--- config.mk ---
export PLATFORM = sky130hd
export DESIGN_NAME = amr_cell
export DESIGN_NICKNAME = d
export VERILOG_FILES = /design/src/hw/rtl/amr_pkg.sv /design/src/hw/rtl/amr_cell.sv
export SDC_FILE = /design/constraint.sdc
export NUM_CORES = 1
export LEC_CHECK = 0
export BUFFER_PORTS_ARGS = -buffer_cell sky130_fd_sc_hd__buf_2
export CAP_MARGIN = 25
export CORE_UTILIZATION = 30
export CTS_CLUSTER_SIZE = 20
export DETAILED_ROUTE_END_ITERATION = 7
export GPL_TIMING_DRIVEN = 0
export PLACE_DENSITY_LB_ADDON = 0.12
export REMOVE_ABC_BUFFERS = 1
export SETUP_SLACK_MARGIN = 0.5
export SYNTH_ARGS = -nofsm -noshare
export SYNTH_HDL_FRONTEND = slang
export SYNTH_SLANG_ARGS = --single-unit
export TNS_END_PERCENT = 10
--- constraint.sdc ---
create_clock -name clock -period 3.28 [get_ports clock]
set_clock_uncertainty 0.1 [all_clocks]
set_input_delay 0.984 -clock clock [delete_from_list [all_inputs] [get_ports clock]]
set_output_delay 0.984 -clock clock [all_outputs]
set_load 0.01 [all_outputs]
--- src/hw/rtl/amr_pkg.sv ---
// amr_pkg: shared types and constants for the rectangle move resolver.
// No dependencies; compiled first.
`timescale 1ns / 1ps
`default_nettype none

package amr_pkg;

   localparam int AmrMaxBlockers = 64;
   localparam int AmrCoordBits   = 24;

   typedef enum logic {
      CMD_WRITE   = 1'b0,
      CMD_RESOLVE = 1'b1
   } cmd_type;

   // Slots of the query word that travels down the cell chain.
   localparam int Q_SX0      = 0;  // mover left, shifted by move_x
   localparam int Q_SX1      = 1;  // mover right, shifted by move_x
   localparam int Q_UX0      = 2;  // mover left, unshifted
   localparam int Q_UX1      = 3;  // mover right, unshifted
   localparam int Q_UY0      = 4;  // mover top, unshifted
   localparam int Q_UY1      = 5;  // mover bottom, unshifted
   localparam int Q_MY0      = 6;  // mover top, shifted by move_y
   localparam int Q_MY1      = 7;  // mover bottom, shifted by move_y
   localparam int QuerySlots = 8;

   // Hit accumulators carried alongside the query.
   typedef struct packed {
      logic valid;
      logic hit_x;   // shifted x, unshifted y
      logic hit_ym;  // shifted x, shifted y
      logic hit_ys;  // unshifted x, shifted y
   } hit_type;

endpackage

`default_nettype wire

--- src/hw/rtl/amr_cell.sv ---
// amr_cell: one blocker slot of the chain; tests the passing query against it.
// Depends on amr_pkg.
`timescale 1ns / 1ps
`default_nettype none

module amr_cell import amr_pkg::*; #(
   parameter int COORD_BITS = AmrCoordBits
) (
   input  wire logic                                  clock,
   input  wire logic                                  reset,
   input  wire logic                                  wr_en,
   input  wire logic        [COORD_BITS-1:0]          wr_x0,
   input  wire logic        [COORD_BITS-1:0]          wr_x1,
   input  wire logic        [COORD_BITS-1:0]          wr_y0,
   input  wire logic        [COORD_BITS-1:0]          wr_y1,
   input  wire logic                                  active,
   input  wire logic [QuerySlots-1:0][COORD_BITS-1:0] q_in,
   input  wire hit_type                               hit_in,
   output logic      [QuerySlots-1:0][COORD_BITS-1:0] q_out,
   output hit_type                                    hit_out
);

   logic [COORD_BITS-1:0] bx0_ff, bx1_ff, by0_ff, by1_ff;
   logic [QuerySlots-1:0][COORD_BITS-1:0] q_ff;
   hit_type hit_ff, hit_in_next;
   logic ox_s, ox_u, oy_u, oy_m;

   // Strict open-interval overlap, signed compare.
   function automatic logic span_hit(input logic [COORD_BITS-1:0] a0,
                                     input logic [COORD_BITS-1:0] a1,
                                     input logic [COORD_BITS-1:0] b0,
                                     input logic [COORD_BITS-1:0] b1);
      return ($signed(a0) < $signed(b1)) && ($signed(a1) > $signed(b0));
   endfunction

   always_ff @(posedge clock) begin
      if (wr_en) begin
         bx0_ff <= wr_x0;
         bx1_ff <= wr_x1;
         by0_ff <= wr_y0;
         by1_ff <= wr_y1;
      end
   end

   always_comb begin
      ox_s = span_hit(q_in[Q_SX0], q_in[Q_SX1], bx0_ff, bx1_ff);
      ox_u = span_hit(q_in[Q_UX0], q_in[Q_UX1], bx0_ff, bx1_ff);
      oy_u = span_hit(q_in[Q_UY0], q_in[Q_UY1], by0_ff, by1_ff);
      oy_m = span_hit(q_in[Q_MY0], q_in[Q_MY1], by0_ff, by1_ff);
      hit_in_next        = hit_in;
      hit_in_next.hit_x  = hit_in.hit_x  | (active & ox_s & oy_u);
      hit_in_next.hit_ym = hit_in.hit_ym | (active & ox_s & oy_m);
      hit_in_next.hit_ys = hit_in.hit_ys | (active & ox_u & oy_m);
   end

   always_ff @(posedge clock) begin
      q_ff <= q_in;
      if (reset) begin
         hit_ff <= '0;
      end else begin
         hit_ff <= hit_in_next;
      end
   end

   assign q_out   = q_ff;
   assign hit_out = hit_ff;

endmodule

`default_nettype wire

==> results by group <==
Floorplan
  • Top Ports: 492
  • Initial Utilization: 30.62%
  • Die width: 195.8 um
  • Die area: 38330 um2
  • Rows: 70
  • Die Height: 195.8 um
  • Core area: 36790 um2

Synthesis
  • Seq/Total Area, Yosys: 60.42%
  • Commonest cells in the netlist: 196 x dfxtp_1, 188 x ha_1, 104 x inv_1
  • Share of the synthesized area in the top cell type: 34.83%
  • Synth Flop Type: dfxtp_1
  • YS warnings: 0
  • Most frequent cell after synthesis: dfxtp_1
  • EDFF count, synth: 96
  • Ranking of synthesized cells by area: dfxtp_1 35%, edfxtp_1 26%, ha_1 21%, inv_1 3.5%, a21oi_1 3.1%
  • Cell variety after synth: 45
  • Number of synthesized register bits: 292
  • Mean Syn Cell Area: 12.80 um2
  • Mapped Cells: 880
  • Cell taking the most area after synthesis: dfxtp_1
  • Async SR Flop Fraction: 0%
  • Post-synth design cell area: 11260 um2

STA
  • Least-Margin Pin Slew: 0.7170 ns
  • Post-Route Setup TNS: 0 ns
  • Min Tclk post-route: 2.722 ns
  • Final setup violation count: 0
  • Final Hold Fails: 0
  • Unrepaired setup endpoints after global routing: yes
  • Fmax: 367.4 MHz
  • Worst slew margin: 52.20%
  • Max-slew violations: 0
  • Final Cycle Share: 82.98%
  • Fin Hold WS: 0.4675 ns

Routing
  • Number of remaining DRC errors: 0
  • Top Layer Used: met5
  • Met3 wire len: 2211 um
  • Drt wl/cell: 17.11 um
  • WL final: 32570 um
  • Vias per cell: 4.425
  • Routed Antenna Nets: 0
  • Met2 routed WL: 16160 um
  • DR pass1 iterations: 4
  • Vias post-DR: 8426
  • Starting DRT DRC Count: 210
  • Met1 Wirelength: 13380 um

Worst hold path
  • Min-Delay Path Class: in -> reg

Place
  • HPWL Detailed: 27280 um
  • IO buf count: 491
  • Post-place instance area: 14340 um2
  • Cell count after placement: 1841
  • RePlAce Congestion: 0.7439

Clocking
  • TritonCTS Buffers: 34
  • Clk_lat worst skew: 0.53 ns
  • CTS Buffer Depth: 3
  • # hold bufs at CTS: 0
  • CTS tree: built
  • Clock Sinks: 292
  • Clock slew at reported path FFs: 0.06 ns
  • Clk root buf: clkbuf_16
  • H-tree levels: 2

Critical path
  • Worst Setup End Kind: register
  • Slowest stage delay, CP: 0.36 ns
  • Critical path buffers and inverters: 2
  • Worst reg-to-reg setup slack: 0.74 ns
  • Cell Chain, Critical Path: buf_2 > ha_1 > a21o_1 > a221o_1 > a21oi_2 > o21ai_1 > or3_1 > a211oi_2 > buf_4 > a32o_2
  • Required @ worst endpoint: 3.65 ns
  • Worst-path fanout max: 2
  • Cell family with most CP delay: compound AO/OA/AOI/OAI gates
  • Crit path launch type: primary input
  • CP Data Arrival Time: 3.09 ns
  • Crit Path Class: in -> reg
  • Crit-path slowest cell: or3_1

Power and ir drop
  • Leak Pwr: 7.700 nW
  • Worst VDD drop: 0.3516 mV
  • Power Density: 571.5 nW/um2

Final layout
  • Non-Filler Instances: 1904
  • Share of cells above drive strength 1: 39.35%
  • Fill cells: 3618
  • Synthesis-to-finish area growth: 38.01%
  • Layout Nets: 1895
  • Diode count: 0
  • Final core utilization: 42.26%
  • Cell area after layout: 15550 um2

GRT
  • GRT Total Usage: 16.66%
  • Global-route wire length before repair: 47690 um
  • Initial antenna violation count: 2
  • Global route total overflow: 0
  • Vias in the first global route: 8394
  • Largest net degree at the start of global routing: 52

Run
  • Max_cap viols: 0

Outcome
  • Status: finished, final reports clean
==> metrics by stage <==
step | setup WS, ns | total power, W
CTS | 0.4620 | 0.009016
finish | 0.5581 | 0.008884
global placement | -0.4938 | 0.005225
detailed placement | -0.4045 | 0.005244
global route | 0.4809 | 0.009336
floorplan | 0.4153 | 0.004670
==> what timing repair did <==
| action | 4_1_cts | 5_1_grt |
|---|---|---|
| gates resized for setup | 3 | 17 |
| setup endpoints to repair | 3 | 3 |
| pin swaps | 2 | 4 |
| buffers inserted | 1 | 1 |
==> kinds of logic after synthesis <==
logic type / after synthesis / synth area share [%]
flops: 292 / 60.42
mux: 2 / 0.1888
fa+ha+maj: 188 / 20.88
compound gates: 165 / 9.030
buf+inv: 104 / 3.465
simple gates: 129 / 6.009
==> layer usage <==
metal	global-route usage, %	vias to the layer above
li1	-	4278
met1	19.16	3803
met2	29.47	290
met3	4.917	51
met4	5.556	4
met5	0	-
==> state kept, by name, summed over array words and instances, names as in the netlist <==
name,flops
q_out,192
bx0_ff,24
bx1_ff,24
by0_ff,24
by1_ff,24
hit_out,4
==> area by class of cell <==
cell class              count  area, um2  area share, %
clock buffers              45      985.9          6.342
well taps                 468      585.6          3.767
multi-input cells         484       4149          26.69
repair buffers            495       2507          16.13
clock inverters            16      121.4         0.7807
inverters                 104      390.4          2.511
flip-flops and latches    292       6807          43.78
==> power by group <==
group	internal (W)	leakage, nW	switching, W
logic	0.000512	4.56	0.000643
registers	0.00397	2.59	0.0000495
clock network	0.00221	0.548	0.00150
total	0.00669	7.70	0.00220
==> worst paths after layout <==
path	from	end	cells past startpoint
max	q_in[185]	hit_out[0]	10
max reg2reg	by0_ff[23]	hit_out[0]	11
min reg2reg	by1_ff[23]	hit_out[2]	4
min	q_in[96]	q_out[96]	1
==> cells in the final DEF, fill, tap and decap left out, types with 4 or more instances in the layout <==
cell type,synthesis,routed
a21oi_1,70,69
nor2b_1,7,7
a21o_1,18,18
inv_1,104,104
nand3_1,14,14
a211oi_1,6,6
clkbuf_1,0,5
o21ai_0,31,30
nand2_1,31,31
dfxtp_1,196,196
clkbuf_16,0,37
nor3_1,6,5
nor2_1,18,18
buf_2,0,490
clkinv_2,0,8
nor4_1,6,4
edfxtp_1,96,96
ha_1,188,187
o21a_1,5,5
nand4_1,33,33
o211ai_1,8,8
Power figures use the tool's default switching activity.
